[src/rtl/core/assert_macros.svh]
// Assertion wrappers, compiled out for synthesis.
`ifndef ASSERT_MACROS_SVH
`define ASSERT_MACROS_SVH
`ifndef SYNTHESIS
`define BCP_ASSERT(lbl, clk_s, rst_s, prop) \
    lbl: assert property (@(posedge clk_s) disable iff (!rst_s) prop) \
        else $error("assertion failed");
`define BCP_ASSERT_ALWAYS(lbl, clk_s, prop) \
    lbl: assert property (@(posedge clk_s) prop) else $error("assertion failed");
`else
`define BCP_ASSERT(lbl, clk_s, rst_s, prop)
`define BCP_ASSERT_ALWAYS(lbl, clk_s, prop)
`endif
`endif

[src/rtl/core/bcp_pkg.sv]
package bcp_pkg;

    localparam int CNT_W      = 16;
    localparam int ANG_W      = 17;
    localparam int GAIN_W     = 32;
    localparam int LIM_W      = 15;
    localparam int DRV_W      = 16;
    localparam int CFG_IDX_W  = 3;
    localparam int CFG_DATA_W = 32;

    localparam int FE_W   = 18;
    localparam int SUM_W  = 16;
    localparam int NUM_W  = 21;
    localparam int MAG_W  = 20;
    localparam int MA_W   = GAIN_W;
    localparam int MB_W   = 25;
    localparam int PROD_W = MA_W + MB_W;
    localparam int ACC_W  = PROD_W + 1;

    localparam int SUM_CLAMP = 20000;
    localparam int SPEED_LIM = 32767;
    localparam int FE_MAX    = 98304;

    // x/10 == (x * RECIP10) >> RECIP10_SH for x below 2^22
    localparam logic signed [MA_W-1:0] RECIP10 = 32'sd838861;
    localparam int RECIP10_SH = 23;

    localparam logic [CFG_IDX_W-1:0] REG_UPRIGHT_KP    = 3'd0;
    localparam logic [CFG_IDX_W-1:0] REG_UPRIGHT_KD    = 3'd1;
    localparam logic [CFG_IDX_W-1:0] REG_SPEED_KP      = 3'd2;
    localparam logic [CFG_IDX_W-1:0] REG_SPEED_KI      = 3'd3;
    localparam logic [CFG_IDX_W-1:0] REG_TURN_KP       = 3'd4;
    localparam logic [CFG_IDX_W-1:0] REG_TURN_KD       = 3'd5;
    localparam logic [CFG_IDX_W-1:0] REG_BALANCE_ANGLE = 3'd6;
    localparam logic [CFG_IDX_W-1:0] REG_DRIVE_LIMIT   = 3'd7;

    typedef enum logic [1:0] {
        ACC_HOLD,
        ACC_LOAD,
        ACC_ADD,
        ACC_ADD_SH8
    } acc_op_t;

    typedef struct packed {
        logic    mul_en;
        acc_op_t acc_op;
    } mac_ctl_t;

    typedef struct packed {
        logic signed [GAIN_W-1:0] upright_kp;
        logic signed [GAIN_W-1:0] upright_kd;
        logic signed [GAIN_W-1:0] speed_kp;
        logic signed [GAIN_W-1:0] speed_ki;
        logic signed [GAIN_W-1:0] turn_kp;
        logic signed [GAIN_W-1:0] turn_kd;
        logic signed [ANG_W-1:0]  balance_angle;
        logic        [LIM_W-1:0]  drive_limit;
    } cfg_t;

    localparam cfg_t CFG_RESET = '{
        upright_kp:    32'sd19660800,
        upright_kd:    32'sd150733,
        speed_kp:      -32'sd32768,
        speed_ki:      -32'sd164,
        turn_kp:       -32'sd1638400,
        turn_kd:       -32'sd98304,
        balance_angle: -17'sd1536,
        drive_limit:   15'd7200
    };

endpackage

[src/rtl/core/bcp_if.sv]
interface bcp_in_if;
    logic                               valid;
    logic                               ready;
    logic signed [bcp_pkg::CNT_W-1:0]   count_left;
    logic signed [bcp_pkg::CNT_W-1:0]   count_right;
    logic signed [bcp_pkg::ANG_W-1:0]   roll_angle;
    logic signed [bcp_pkg::CNT_W-1:0]   rate_tilt;
    logic signed [bcp_pkg::CNT_W-1:0]   rate_yaw;
    logic signed [bcp_pkg::CNT_W-1:0]   speed_goal;
    logic signed [bcp_pkg::CNT_W-1:0]   turn_goal;

    modport source (
        output valid, count_left, count_right, roll_angle, rate_tilt, rate_yaw,
               speed_goal, turn_goal,
        input  ready
    );
    modport sink (
        input  valid, count_left, count_right, roll_angle, rate_tilt, rate_yaw,
               speed_goal, turn_goal,
        output ready
    );
endinterface

interface bcp_out_if;
    logic                               valid;
    logic                               ready;
    logic signed [bcp_pkg::DRV_W-1:0]   drive_left;
    logic signed [bcp_pkg::DRV_W-1:0]   drive_right;

    modport source (output valid, drive_left, drive_right, input ready);
    modport sink (input valid, drive_left, drive_right, output ready);
endinterface

interface bcp_cfg_if;
    logic                                valid;
    logic                                ready;
    logic [bcp_pkg::CFG_IDX_W-1:0]       index;
    logic [bcp_pkg::CFG_DATA_W-1:0]      data;

    modport source (output valid, index, data, input ready);
    modport sink (input valid, index, data, output ready);
endinterface

[src/rtl/core/bcp_cfg_regs.sv]
module bcp_cfg_regs (
    input  logic            clk,
    input  logic            rst_n,
    bcp_cfg_if.sink         cfg,
    output bcp_pkg::cfg_t   regs
);

    bcp_pkg::cfg_t cfg_reg;
    bcp_pkg::cfg_t cfg_next;

    assign cfg.ready = 1'b1;
    assign regs      = cfg_reg;

    always_comb
    begin
        cfg_next = cfg_reg;
        if (cfg.valid)
        begin
            case (cfg.index)
                bcp_pkg::REG_UPRIGHT_KP:    cfg_next.upright_kp    = cfg.data;
                bcp_pkg::REG_UPRIGHT_KD:    cfg_next.upright_kd    = cfg.data;
                bcp_pkg::REG_SPEED_KP:      cfg_next.speed_kp      = cfg.data;
                bcp_pkg::REG_SPEED_KI:      cfg_next.speed_ki      = cfg.data;
                bcp_pkg::REG_TURN_KP:       cfg_next.turn_kp       = cfg.data;
                bcp_pkg::REG_TURN_KD:       cfg_next.turn_kd       = cfg.data;
                bcp_pkg::REG_BALANCE_ANGLE:
                    cfg_next.balance_angle = cfg.data[bcp_pkg::ANG_W-1:0];
                bcp_pkg::REG_DRIVE_LIMIT:
                    cfg_next.drive_limit = cfg.data[bcp_pkg::LIM_W-1:0];
                default:                    cfg_next = cfg_reg;
            endcase
        end
    end

    always_ff @(posedge clk or negedge rst_n)
    begin
        if (!rst_n)
            cfg_reg <= bcp_pkg::CFG_RESET;
        else
            cfg_reg <= cfg_next;
    end

endmodule

[src/rtl/core/bcp_mac.sv]
module bcp_mac (
    input  logic                                 clk,
    input  bcp_pkg::mac_ctl_t                    ctl,
    input  logic signed [bcp_pkg::MA_W-1:0]      op_a,
    input  logic signed [bcp_pkg::MB_W-1:0]      op_b,
    output logic signed [bcp_pkg::PROD_W-1:0]    prod,
    output logic signed [bcp_pkg::ACC_W-1:0]     acc
);

    logic signed [bcp_pkg::PROD_W-1:0] prod_reg;
    logic signed [bcp_pkg::PROD_W-1:0] prod_next;
    logic signed [bcp_pkg::ACC_W-1:0]  acc_reg;
    logic signed [bcp_pkg::ACC_W-1:0]  acc_next;
    logic signed [bcp_pkg::ACC_W-1:0]  prod_ext;

    assign prod = prod_reg;
    assign acc  = acc_reg;

    always_comb
    begin
        prod_ext  = {prod_reg[bcp_pkg::PROD_W-1], prod_reg};
        prod_next = ctl.mul_en ? op_a * op_b : prod_reg;
        case (ctl.acc_op)
            bcp_pkg::ACC_LOAD:    acc_next = prod_ext;
            bcp_pkg::ACC_ADD:     acc_next = acc_reg + prod_ext;
            bcp_pkg::ACC_ADD_SH8: acc_next = acc_reg + (prod_ext <<< 8);
            default:              acc_next = acc_reg;
        endcase
    end

    always_ff @(posedge clk)
    begin
        prod_reg <= prod_next;
        acc_reg  <= acc_next;
    end

endmodule

[src/rtl/core/balance_cascade_pid_step_core.sv]
// Two-wheel balance controller, one control tick per request.
// sensor: valid/ready request carrying wheel counts, roll angle (Q8.8 deg),
//   gyro rates and the speed and turn targets.
// motor: valid/ready request carrying the two saturated motor drives.
// cfg: write-only register port (index, data), always ready. Write only
//   while no tick is in flight and no drive request is pending.
// A tick steps through the sequencer states from S_NUM to S_OUT before
// motor.valid rises, and the core returns to idle before the next accept.
// The states share the single 32x25 multiply-accumulate unit, which carries
// the divide by ten and six gain products in sequence.
// sensor.ready is high only while the sequencer is idle.
// The result sits in an output register; if motor is stalled the next
// tick may still be accepted and runs up to its last step, where it waits
// until the previous drive request is taken.
// Reset restores all gains to their defaults and clears the filtered
// speed error and its integral.
`include "assert_macros.svh"

module balance_cascade_pid_step_core (
    input  logic        clk,
    input  logic        rst_n,
    bcp_in_if.sink      sensor,
    bcp_out_if.source   motor,
    bcp_cfg_if.sink     cfg
);

    localparam int SUMX_W = bcp_pkg::SUM_W + 3;
    localparam int DIFF_W = bcp_pkg::MB_W;
    localparam int UP_W   = 34;
    localparam int SAT_W  = UP_W + 1;

    localparam logic signed [bcp_pkg::ACC_W-1:0] V_HI =
        bcp_pkg::ACC_W'(bcp_pkg::SPEED_LIM);
    localparam logic signed [bcp_pkg::ACC_W-1:0] V_LO = -V_HI;
    localparam logic signed [SUMX_W-1:0] ES_HI = SUMX_W'(bcp_pkg::SUM_CLAMP);
    localparam logic signed [SUMX_W-1:0] ES_LO = -ES_HI;
    localparam logic signed [bcp_pkg::FE_W-1:0] FE_HI =
        bcp_pkg::FE_W'(bcp_pkg::FE_MAX);

    typedef enum logic [4:0] {
        S_IDLE, S_NUM, S_DIV, S_FE, S_M1, S_M2, S_A2, S_V, S_DIFF,
        S_M3, S_M4, S_A4, S_UP, S_M6, S_A6, S_TN, S_OUT
    } st_t;

    function automatic logic signed [bcp_pkg::ACC_W-1:0] trunc_shr(
        input logic signed [bcp_pkg::ACC_W-1:0] x,
        input logic [4:0]                       k
    );
        logic signed [bcp_pkg::ACC_W-1:0] bias;
        bias = x[bcp_pkg::ACC_W-1]
             ? ((bcp_pkg::ACC_W'(1) << k) - bcp_pkg::ACC_W'(1)) : '0;
        return (x + bias) >>> k;
    endfunction

    function automatic logic signed [bcp_pkg::DRV_W-1:0] sat_drive(
        input logic signed [SAT_W-1:0] x,
        input logic signed [SAT_W-1:0] lim
    );
        logic signed [SAT_W-1:0] y;
        y = x;
        if (x > lim)
            y = lim;
        else if (x < -lim)
            y = -lim;
        return y[bcp_pkg::DRV_W-1:0];
    endfunction

    bcp_pkg::cfg_t     regs;
    bcp_pkg::mac_ctl_t mac_ctl;
    logic signed [bcp_pkg::MA_W-1:0]   op_a;
    logic signed [bcp_pkg::MB_W-1:0]   op_b;
    logic signed [bcp_pkg::PROD_W-1:0] prod;
    logic signed [bcp_pkg::ACC_W-1:0]  acc;

    st_t st_reg, st_next;
    logic signed [bcp_pkg::CNT_W-1:0] cl_reg, cl_next;
    logic signed [bcp_pkg::CNT_W-1:0] cr_reg, cr_next;
    logic signed [bcp_pkg::ANG_W-1:0] roll_reg, roll_next;
    logic signed [bcp_pkg::CNT_W-1:0] rtilt_reg, rtilt_next;
    logic signed [bcp_pkg::CNT_W-1:0] ryaw_reg, ryaw_next;
    logic signed [bcp_pkg::CNT_W-1:0] sgoal_reg, sgoal_next;
    logic signed [bcp_pkg::CNT_W-1:0] tgoal_reg, tgoal_next;
    logic signed [bcp_pkg::FE_W-1:0]  fe_reg, fe_next;
    logic signed [bcp_pkg::SUM_W-1:0] esum_reg, esum_next;
    logic                             neg_reg, neg_next;
    logic        [bcp_pkg::MAG_W-1:0] mag_reg, mag_next;
    logic signed [bcp_pkg::CNT_W-1:0] v_reg, v_next;
    logic signed [DIFF_W-1:0]         diff_reg, diff_next;
    logic signed [UP_W-1:0]           up_reg, up_next;
    logic signed [UP_W-1:0]           tn_reg, tn_next;
    logic signed [bcp_pkg::DRV_W-1:0] dl_reg, dl_next;
    logic signed [bcp_pkg::DRV_W-1:0] dr_reg, dr_next;
    logic                             ov_reg, ov_next;

    logic signed [bcp_pkg::FE_W-1:0]  e_w;
    logic signed [bcp_pkg::NUM_W-1:0] num_w;
    logic        [bcp_pkg::FE_W-2:0]  q_w;
    logic signed [bcp_pkg::FE_W-1:0]  f_w;
    logic signed [SUMX_W-1:0]         sum_w;
    logic signed [bcp_pkg::ACC_W-1:0] vt_w;
    logic signed [SAT_W-1:0]          lim_w;
    logic signed [bcp_pkg::DRV_W-1:0] lim16_w;
    logic                             out_free;

    bcp_cfg_regs u_cfg (
        .clk   (clk),
        .rst_n (rst_n),
        .cfg   (cfg),
        .regs  (regs)
    );

    bcp_mac u_mac (
        .clk  (clk),
        .ctl  (mac_ctl),
        .op_a (op_a),
        .op_b (op_b),
        .prod (prod),
        .acc  (acc)
    );

    assign sensor.ready      = (st_reg == S_IDLE);
    assign motor.valid       = ov_reg;
    assign motor.drive_left  = dl_reg;
    assign motor.drive_right = dr_reg;
    assign out_free          = !ov_reg || motor.ready;
    assign lim16_w           = $signed({1'b0, regs.drive_limit});
    assign lim_w             = SAT_W'(lim16_w);

    always_comb
    begin
        e_w   = bcp_pkg::FE_W'(cl_reg) + bcp_pkg::FE_W'(cr_reg)
              - bcp_pkg::FE_W'(sgoal_reg);
        num_w = (bcp_pkg::NUM_W'(e_w) <<< 1) + bcp_pkg::NUM_W'(e_w)
              + (bcp_pkg::NUM_W'(fe_reg) <<< 3) - bcp_pkg::NUM_W'(fe_reg);
        q_w   = prod[bcp_pkg::RECIP10_SH + bcp_pkg::FE_W - 2 : bcp_pkg::RECIP10_SH];
        f_w   = neg_reg ? -$signed({1'b0, q_w}) : $signed({1'b0, q_w});
        sum_w = SUMX_W'(esum_reg) + SUMX_W'(f_w);
        vt_w  = trunc_shr(acc, 5'd16);
    end

    always_comb
    begin
        st_next    = st_reg;
        cl_next    = cl_reg;
        cr_next    = cr_reg;
        roll_next  = roll_reg;
        rtilt_next = rtilt_reg;
        ryaw_next  = ryaw_reg;
        sgoal_next = sgoal_reg;
        tgoal_next = tgoal_reg;
        fe_next    = fe_reg;
        esum_next  = esum_reg;
        neg_next   = neg_reg;
        mag_next   = mag_reg;
        v_next     = v_reg;
        diff_next  = diff_reg;
        up_next    = up_reg;
        tn_next    = tn_reg;
        dl_next    = dl_reg;
        dr_next    = dr_reg;
        ov_next    = ov_reg && !motor.ready;
        mac_ctl    = '{mul_en: 1'b0, acc_op: bcp_pkg::ACC_HOLD};
        op_a       = regs.speed_kp;
        op_b       = bcp_pkg::MB_W'(fe_reg);

        case (st_reg)
            S_IDLE:
            begin
                if (sensor.valid)
                begin
                    cl_next    = sensor.count_left;
                    cr_next    = sensor.count_right;
                    roll_next  = sensor.roll_angle;
                    rtilt_next = sensor.rate_tilt;
                    ryaw_next  = sensor.rate_yaw;
                    sgoal_next = sensor.speed_goal;
                    tgoal_next = sensor.turn_goal;
                    st_next    = S_NUM;
                end
            end
            S_NUM:
            begin
                neg_next = num_w[bcp_pkg::NUM_W-1];
                mag_next = num_w[bcp_pkg::NUM_W-1] ? bcp_pkg::MAG_W'(-num_w)
                                                   : bcp_pkg::MAG_W'(num_w);
                st_next  = S_DIV;
            end
            S_DIV:
            begin
                mac_ctl.mul_en = 1'b1;
                op_a           = bcp_pkg::RECIP10;
                op_b           = bcp_pkg::MB_W'({1'b0, mag_reg});
                st_next        = S_FE;
            end
            S_FE:
            begin
                fe_next = f_w;
                if (sum_w > ES_HI)
                    esum_next = bcp_pkg::SUM_W'(ES_HI);
                else if (sum_w < ES_LO)
                    esum_next = bcp_pkg::SUM_W'(ES_LO);
                else
                    esum_next = bcp_pkg::SUM_W'(sum_w);
                st_next = S_M1;
            end
            S_M1:
            begin
                mac_ctl.mul_en = 1'b1;
                op_a           = regs.speed_kp;
                op_b           = bcp_pkg::MB_W'(fe_reg);
                st_next        = S_M2;
            end
            S_M2:
            begin
                mac_ctl = '{mul_en: 1'b1, acc_op: bcp_pkg::ACC_LOAD};
                op_a    = regs.speed_ki;
                op_b    = bcp_pkg::MB_W'(esum_reg);
                st_next = S_A2;
            end
            S_A2:
            begin
                mac_ctl.acc_op = bcp_pkg::ACC_ADD;
                st_next        = S_V;
            end
            S_V:
            begin
                if (vt_w > V_HI)
                    v_next = bcp_pkg::CNT_W'(V_HI);
                else if (vt_w < V_LO)
                    v_next = bcp_pkg::CNT_W'(V_LO);
                else
                    v_next = bcp_pkg::CNT_W'(vt_w);
                st_next = S_DIFF;
            end
            S_DIFF:
            begin
                diff_next = DIFF_W'(roll_reg) - DIFF_W'(regs.balance_angle)
                          - (DIFF_W'(v_reg) <<< 8);
                st_next   = S_M3;
            end
            S_M3:
            begin
                mac_ctl.mul_en = 1'b1;
                op_a           = regs.upright_kp;
                op_b           = diff_reg;
                st_next        = S_M4;
            end
            S_M4:
            begin
                mac_ctl = '{mul_en: 1'b1, acc_op: bcp_pkg::ACC_LOAD};
                op_a    = regs.upright_kd;
                op_b    = bcp_pkg::MB_W'(rtilt_reg);
                st_next = S_A4;
            end
            S_A4:
            begin
                mac_ctl.acc_op = bcp_pkg::ACC_ADD_SH8;
                st_next        = S_UP;
            end
            S_UP:
            begin
                up_next        = UP_W'(trunc_shr(acc, 5'd24));
                mac_ctl.mul_en = 1'b1;
                op_a           = regs.turn_kp;
                op_b           = bcp_pkg::MB_W'(tgoal_reg);
                st_next        = S_M6;
            end
            S_M6:
            begin
                mac_ctl = '{mul_en: 1'b1, acc_op: bcp_pkg::ACC_LOAD};
                op_a    = regs.turn_kd;
                op_b    = bcp_pkg::MB_W'(ryaw_reg);
                st_next = S_A6;
            end
            S_A6:
            begin
                mac_ctl.acc_op = bcp_pkg::ACC_ADD;
                st_next        = S_TN;
            end
            S_TN:
            begin
                tn_next = UP_W'(vt_w);
                st_next = S_OUT;
            end
            S_OUT:
            begin
                if (out_free)
                begin
                    dl_next = sat_drive(SAT_W'(up_reg) - SAT_W'(tn_reg), lim_w);
                    dr_next = sat_drive(SAT_W'(up_reg) + SAT_W'(tn_reg), lim_w);
                    ov_next = 1'b1;
                    st_next = S_IDLE;
                end
            end
            default:
            begin
                st_next = S_IDLE;
            end
        endcase
    end

    always_ff @(posedge clk or negedge rst_n)
    begin
        if (!rst_n)
        begin
            st_reg    <= S_IDLE;
            cl_reg    <= '0;
            cr_reg    <= '0;
            roll_reg  <= '0;
            rtilt_reg <= '0;
            ryaw_reg  <= '0;
            sgoal_reg <= '0;
            tgoal_reg <= '0;
            fe_reg    <= '0;
            esum_reg  <= '0;
            neg_reg   <= 1'b0;
            mag_reg   <= '0;
            v_reg     <= '0;
            diff_reg  <= '0;
            up_reg    <= '0;
            tn_reg    <= '0;
            dl_reg    <= '0;
            dr_reg    <= '0;
            ov_reg    <= 1'b0;
        end
        else
        begin
            st_reg    <= st_next;
            cl_reg    <= cl_next;
            cr_reg    <= cr_next;
            roll_reg  <= roll_next;
            rtilt_reg <= rtilt_next;
            ryaw_reg  <= ryaw_next;
            sgoal_reg <= sgoal_next;
            tgoal_reg <= tgoal_next;
            fe_reg    <= fe_next;
            esum_reg  <= esum_next;
            neg_reg   <= neg_next;
            mag_reg   <= mag_next;
            v_reg     <= v_next;
            diff_reg  <= diff_next;
            up_reg    <= up_next;
            tn_reg    <= tn_next;
            dl_reg    <= dl_next;
            dr_reg    <= dr_next;
            ov_reg    <= ov_next;
        end
    end

    `BCP_ASSERT(a_busy_after_accept, clk, rst_n, sensor.valid && sensor.ready |=> !sensor.ready)
    `BCP_ASSERT(a_sum_clamped, clk, rst_n, (SUMX_W'(esum_reg) <= ES_HI) && (SUMX_W'(esum_reg) >= ES_LO))
    `BCP_ASSERT_ALWAYS(a_fe_bounded, clk, (fe_reg <= FE_HI) && (fe_reg >= -FE_HI))
    `BCP_ASSERT(a_drive_in_limit, clk, rst_n, (st_reg == S_OUT) && out_free |=> (dl_reg <= $past(lim16_w)) && (dl_reg >= -$past(lim16_w)) && (dr_reg <= $past(lim16_w)) && (dr_reg >= -$past(lim16_w)))

endmodule

[src/flat_wrapper.sv]
// flat-port wrapper written by rule: the top's interface ports become plain ports
module balance_cascade_pid_step_core_flat 
  (clk, rst_n, sensor_valid, sensor_count_left, sensor_count_right, sensor_roll_angle, sensor_rate_tilt, sensor_rate_yaw, sensor_speed_goal, sensor_turn_goal, sensor_ready, motor_valid, motor_drive_left, motor_drive_right, motor_ready, cfg_valid, cfg_index, cfg_data, cfg_ready);
  bcp_in_if sensor_i ();
  bcp_out_if motor_i ();
  bcp_cfg_if cfg_i ();
  input  logic clk;
  input  logic rst_n;
  input wire logic [$bits(sensor_i.valid)-1:0] sensor_valid;
  input wire logic [$bits(sensor_i.count_left)-1:0] sensor_count_left;
  input wire logic [$bits(sensor_i.count_right)-1:0] sensor_count_right;
  input wire logic [$bits(sensor_i.roll_angle)-1:0] sensor_roll_angle;
  input wire logic [$bits(sensor_i.rate_tilt)-1:0] sensor_rate_tilt;
  input wire logic [$bits(sensor_i.rate_yaw)-1:0] sensor_rate_yaw;
  input wire logic [$bits(sensor_i.speed_goal)-1:0] sensor_speed_goal;
  input wire logic [$bits(sensor_i.turn_goal)-1:0] sensor_turn_goal;
  output wire logic [$bits(sensor_i.ready)-1:0] sensor_ready;
  output wire logic [$bits(motor_i.valid)-1:0] motor_valid;
  output wire logic [$bits(motor_i.drive_left)-1:0] motor_drive_left;
  output wire logic [$bits(motor_i.drive_right)-1:0] motor_drive_right;
  input wire logic [$bits(motor_i.ready)-1:0] motor_ready;
  input wire logic [$bits(cfg_i.valid)-1:0] cfg_valid;
  input wire logic [$bits(cfg_i.index)-1:0] cfg_index;
  input wire logic [$bits(cfg_i.data)-1:0] cfg_data;
  output wire logic [$bits(cfg_i.ready)-1:0] cfg_ready;
  assign sensor_i.valid = sensor_valid;
  assign sensor_i.count_left = sensor_count_left;
  assign sensor_i.count_right = sensor_count_right;
  assign sensor_i.roll_angle = sensor_roll_angle;
  assign sensor_i.rate_tilt = sensor_rate_tilt;
  assign sensor_i.rate_yaw = sensor_rate_yaw;
  assign sensor_i.speed_goal = sensor_speed_goal;
  assign sensor_i.turn_goal = sensor_turn_goal;
  assign sensor_ready = sensor_i.ready;
  assign motor_valid = motor_i.valid;
  assign motor_drive_left = motor_i.drive_left;
  assign motor_drive_right = motor_i.drive_right;
  assign motor_i.ready = motor_ready;
  assign cfg_i.valid = cfg_valid;
  assign cfg_i.index = cfg_index;
  assign cfg_i.data = cfg_data;
  assign cfg_ready = cfg_i.ready;
  balance_cascade_pid_step_core u_core (.clk(clk), .rst_n(rst_n), .sensor(sensor_i), .motor(motor_i), .cfg(cfg_i));
endmodule
[config.mk]
export PLATFORM = sky130hd
export DESIGN_NAME = balance_cascade_pid_step_core_flat
export DESIGN_NICKNAME = d
export VERILOG_FILES = /design/src/rtl/core/bcp_pkg.sv /design/src/rtl/core/bcp_if.sv /design/src/rtl/core/bcp_cfg_regs.sv /design/src/rtl/core/bcp_mac.sv /design/src/rtl/core/balance_cascade_pid_step_core.sv /design/src/flat_wrapper.sv
export VERILOG_INCLUDE_DIRS = /design/src /design/src/rtl/core
export SDC_FILE = /design/constraint.sdc
export NUM_CORES = 2
export LEC_CHECK = 0
export ABC_CLOCK_PERIOD_IN_PS = 8500
export BUFFER_PORTS_ARGS = -buffer_cell sky130_fd_sc_hd__buf_2
export CAP_MARGIN = 20
export CORE_ASPECT_RATIO = 0.9
export CORE_MARGIN = 10
export CORE_UTILIZATION = 59
export DETAILED_ROUTE_END_ITERATION = 6
export GPL_ROUTABILITY_DRIVEN = 0
export PLACE_DENSITY_LB_ADDON = 0.05
export SLEW_MARGIN = 10
export SYNTH_ARGS = -nofsm -noshare
export SYNTH_HDL_FRONTEND = slang
export SYNTH_HIERARCHICAL = 1
export SYNTH_SLANG_ARGS = --single-unit
[constraint.sdc]
create_clock -name clk -period 8.5 [get_ports clk]
set_input_delay 1.7 -clock clk [delete_from_list [all_inputs] [get_ports clk]]
set_output_delay 1.7 -clock clk [all_outputs]
set_load 0.05 [all_outputs]
## Yosys cells after proc, flatten, opt, wreduce, memory -nomap -nowiden

Index checks and enable logic that the tools add are counted.

| storage, ports and cells | value |
|---|---|
| bits in registers | 654 |
| bits of input ports | 153 |
| output and inout port bits | 35 |
| logic and storage cells | 126 |

| operators by class | value |
|---|---|
| reduce and logical (&&, ||, !) cells | 21 |
| $mul | 1 |
| equal/unequal tests | 28 |
| add/subtract/negate cells | 17 |
| mux-type cells | 22 |
| $lt $le $gt $ge | 8 |

Operators by type and width:

| kind | count |
|---|---|
| 32-bit case mux with 6 select lines | 1 |
| 58-bit case mux with 3 select lines | 1 |
| 25-bit case mux with 6 select lines | 1 |
| 16-bit two-way mux | 9 |
| 58-bit adder | 2 |
| 5-bit case mux with 17 select lines | 1 |
| 35-bit by 16-bit greater-than comparator with 1-bit output | 2 |
| 35-bit less-than comparator | 2 |
| 58-bit by 17-bit adder with 58-bit output | 1 |
| 58-bit by 57-bit adder with 58-bit output | 1 |
| 32-bit by 25-bit multiplier with 57-bit output | 1 |
| 42-bit by 16-bit greater-than comparator with 1-bit output (second input constant) | 1 |
| 42-bit by 16-bit less-than comparator with 1-bit output (second input constant) | 1 |
| 5-bit by 4-bit == test with 1-bit output (second input constant) | 8 |
| 34-bit by 34-bit adder with 35-bit output | 1 |
| 15-bit negation with 35-bit output | 1 |
| 34-bit by 34-bit subtractor with 35-bit output | 1 |
| 18-bit by 24-bit subtractor with 25-bit output | 1 |
| 24-bit two-way mux | 1 |
| 2-bit AND reduction | 11 |
| 20-bit by 21-bit adder with 21-bit output | 1 |
| 21-bit by 18-bit subtractor with 21-bit output | 1 |
| 19-bit by 18-bit adder with 20-bit output | 1 |
| 5-bit by 3-bit == test with 1-bit output (second input constant) | 4 |
| other kinds (32) | 42 |

## Depth between registers and ports, before layout

| depth | value |
|---|---|
| depth in word-level cells | 7 |
| depth in mapped cells | 38 |
| depth with buffers taken out | 33 |

## Hierarchy

Netlist, hierarchy kept.

By module, submodules not included:

| module | times used | cells each | seq. area each (sq um) | area an instance (sq um) |
|---|---|---|---|---|
| bcp_mac | 1 | 4,106 | 3,453.3 | 37,940.1 |
| balance_cascade_pid_step_core | 1 | 3,447 | 7,882.6 | 29,482.0 |
| bcp_cfg_regs | 1 | 485 | 5,729.2 | 8,585.7 |

## Worst setup path after synthesis

Ideal clock, no wire load.

| path | value |
|---|---|
| path kind | reg2reg |
| start point | register u_core.st_reg[3] |
| end point | register u_core.u_mac.prod_reg, in the netlist u_core/u_mac/prod[56], data pin |
| cell stages (with the launch flop) | 35 |
| arrival | 8,411 ps |
| clock period less this slack | 8,671 ps |
| library setup time | 260 ps |
| slack | -171 ps |
| cell sequence | dfrtp_1 clkbuf_1 nand2_1 nor2_1 clkbuf_1 clkbuf_1 a22oi_1 nand4_1 clkbuf_1 nand2_1 inv_1 fa_1 inv_1 fa_1 inv_1 fa_1 inv_1 fa_1 inv_1 fa_1 inv_1 fa_1 inv_1 ha_1 a21oi_1 o21ai_0 a21o_1 a21o_1 a221o_1 a31o_2 o2111ai_1 a21boi_1 o21a_1 nor2_1 xnor2_1 |

| between the ends | value |
|---|---|
| cells in the longest elaborated chain, start to end | 3 |
| elaborated cells on any way between the ends | 9 |

RTL lines:

| what | line | text |
|---|---|---|
| start, declared | balance_cascade_pid_step_core.sv:75 | `st_t st_reg, st_next;` |
| start signal, assigned | balance_cascade_pid_step_core.sv:328 | `st_reg <= st_next;` |
| 5-bit by 4-bit == test with 1-bit output, or another cell as far along | balance_cascade_pid_step_core.sv:166 | `case (st_reg)` |
| 25-bit case mux with 6 select lines * | balance_cascade_pid_step_core.sv:166 |  |
| via u_core.op_b (one bit) | balance_cascade_pid_step_core.sv:71 | `logic signed [bcp_pkg::MB_W-1:0] op_b;` |
| 32-bit by 25-bit multiplier with 57-bit output * | bcp_mac.sv:22 | `prod_next = ctl.mul_en ? op_a * op_b : prod_reg;` |
| end signal, assigned | bcp_mac.sv:33 | `prod_reg <= prod_next;` |
| end, declared | bcp_mac.sv:10 | `logic signed [bcp_pkg::PROD_W-1:0] prod_reg;` |

The timed path passes the listed nets; every way through them passes the cells marked *.
A chain may end at the register's enable or synchronous reset.

## Worst setup path in the final report

| path | value |
|---|---|
| start point | register u_core.st_reg[0] |
| end point | register u_core.u_mac.prod_reg, in the netlist u_core/u_mac/prod[56], data pin |

| between the ends | value |
|---|---|
| cells in the longest elaborated chain, start to end | 3 |
| elaborated cells on any way between the ends | 9 |

RTL lines:

| what | line | text |
|---|---|---|
| 5-bit by 4-bit == test with 1-bit output, or another cell as far along | balance_cascade_pid_step_core.sv:166 |  |
| 32-bit case mux with 6 select lines * | balance_cascade_pid_step_core.sv:166 |  |
| via u_core.op_a (one bit) | balance_cascade_pid_step_core.sv:70 | `logic signed [bcp_pkg::MA_W-1:0] op_a;` |
| 32-bit by 25-bit multiplier with 57-bit output * | bcp_mac.sv:22 |  |

Marked as above.

==> reports/metrics.cfg <==
[logic_synthesis]
synth-seq-cells = 654
synth.area.top_cells = fa_1 23%, dfrtp_1 14%, ha_1 9.0%
ys.flop_type = dfrtp_1
synth_top_area_share_pct = 23.5
ys_types = 122
async_flop_share_pct = 82.4
synth_area_leader_cell = fa_1
syn_nets = 9630
yosys_warnings = 6
synth.avg_cell_area_um2 = 9.46
synth_most_common_cell = inv_1
synth_edf_count = 115
synth_commonest_cells = 1148 x inv_1, 891 x fa_1, 856 x nand2_1
syn_area_um2 = 76000
seq_area_frac_synth_pct = 22.5
synthCells = 8038

[cells_and_area]
final_cell_area_um2 = 85800
fin_util_pct = 67.3
fin_nets = 10000
drive_above_1_share_pct = 17.5
synthToLayoutAreaGrowth_pct = 12.9
largest_reg_flops = 224

[route]
wl_per_cell_um = 23.8
drtAntennaViolNets = 0
firstDrtPassIters = 7
drt-initial-drc-count = 5886
vias = 61800
routed_wl_mm = 243
vias_per_cell = 6.06
drc = 27

[clocking]
htree_levels = 3
clk_latency_ns = 0.73
clockBufferDepth = 3
cts_tree = done
cts.sinks = 654
root_buffer = clkbuf_16
clkSlewWorstSetupHoldPaths_ns = 0.06
cts_buffers = 75

[critical_path]
cp-start-kind = flip-flop
cp.arrival_ns = 8.91
r2r_slack_ns = -0.008
max_stage_delay_ns = 0.68
cp-end-kind = flip-flop
worst_path_most_repeated_cell = fa_1
r2r_cells = 32
crit_type = flip-flop to flip-flop
timing.critical_path.from = u_core/st_reg[0]
r2r-start = u_core/st_reg[0]
worstReg2RegEnd = u_core/u_mac/prod[56]
worstPathRequired_ns = 8.90
worst-path-max-fanout = 6
crit_path_end = u_core/u_mac/prod[56]
slowest_stage = fa_2

[sta]
fin_crit_ns = 8.51
worst_slew_pin_slew_ns = 1.15
finalClockSkew_ns = 0.0812
clock.fmax_mhz = 118
drv_slew = 0
worst_slack_ns = -0.00821
max-slew-margin-rel_pct = 22.7
fin_crit_sh_pct = 100
final_hold_viol_count = 0
timing.hold.ws_ns = 0.478
rsz0062_at_grt = yes
setup_violations = 1

[outcome]
outcome = finished, violations left
violations = design-rule violations, negative setup slack

[global_route]
grt_pass1_wl_mm = 369
grt_max_degree = 168
grt_pass1_vias = 62000
antenna_found_initial = 8
grt_remaining_overflow = 0
grt_usage_pct = 33.0

[min_path]
hold_path.startpoint = u_core/motor.drive_left[15]
hold_path_depth = 2
hold_path_class = flip-flop to flip-flop

[place]
place_area_um2 = 81900
port_buffers = 186
dp_hpwl_mm = 192
dp_slack_ns = -0.408

[die]
die_width_um = 398
start_util_pct = 59.6
rows = 124
core_um2 = 128000
die-area_um2 = 144000
fp.dieH_um = 361
io_pins = 188

[job]
max_cap_viol_count = 0

per-stage QoR:
| stage | instances | setup TNS, ns |
|---|---|---|
| after global placement | 10000 | -0.475 |
| after floorplan | 8038 | -0.0113 |
| after CTS | 10100 | 0 |
| after detailed placement | 10000 | -1.13 |
| final | 10200 | -0.00821 |
| after global routing | 10200 | -1.55 |
logic make-up after synthesis:
kind of cell    Yosys count  synth area share [%]
simple gates           2203                  14.4
buf+inv                1517                  7.74
compound gates         1480                  13.2
fa+ha+maj              1439                  32.5
flops                   654                  22.5
xor+xnor                376                  4.33
mux                     368                  5.42
other cells               1               0.00493
layout by cell type, fill, tap and decap left out, types with 47 or more instances in the layout:
cell	n
dfstp_2	99
nand2b_1	64
nor3_1	99
ha_1	526
o211ai_1	47
o21ai_0	297
inv_1	1130
edfxtp_1	115
a21o_1	144
a22oi_1	143
xor2_1	139
nor2b_1	49
fa_1	862
nand4_1	95
a211oi_1	47
mux2_2	326
buf_12	74
a21oi_1	318
buf_4	396
o31ai_1	56
and2_1	413
dfrtp_1	439
nand2_1	849
buf_2	186
nor2_1	277
nand3_1	113
xnor2_1	235
clkbuf_16	84
worst min path at each step:
stage	endpoint
final	u_core/motor.drive_left[15]
after global routing	u_core/motor.drive_left[8]
after CTS	u_core/motor.drive_left[15]
after detailed placement	u_core/motor.drive_left[15]
after global placement	u_core/motor.drive_left[15]
after floorplan	u_core/diff_reg[1]
area by class of cell:
type	instances	area [um^2]
timing repair buffer	686	5840
multi-input combinational	5867	53900
clock inverter	37	465
fill	10300	41700
tap	1701	2130
sequential	654	17100
inverter	1149	4320
antenna	5	12.5
clock buffer	99	2090
routing by layer:
layer | track usage, % | vias to the layer above | wire length (um)
met3 | 9.05 | 562 | 25400
met4 | 11.6 | 4 | 10500
met2 | 50.8 | 2930 | 108000
li1 | - | 27600 | -
met5 | 0 | - | 27
met1 | 44.7 | 30600 | 98500
critical path: cells and delay by family (launching register included):
family          cells  cell delay (ns)
compound gates      8             1.76
xor+xnor            1             0.07
flops               1             0.41
buf+inv             9             1.07
fa+ha+maj           8             4.07
simple gates        6             0.84
what timing repair did:
action / 4_1_cts / 5_1_grt
setup buffers: 2 / 38
hold buffers: 0 / 0
gates resized for setup: 19 / 169
endpoints found under the setup margin: 11 / 23
cloned: 1 / 8
pin swaps: 7 / 101
Power is not shown: default switching activity piles up to over one toggle a cycle in this logic, so the estimate is an artifact.
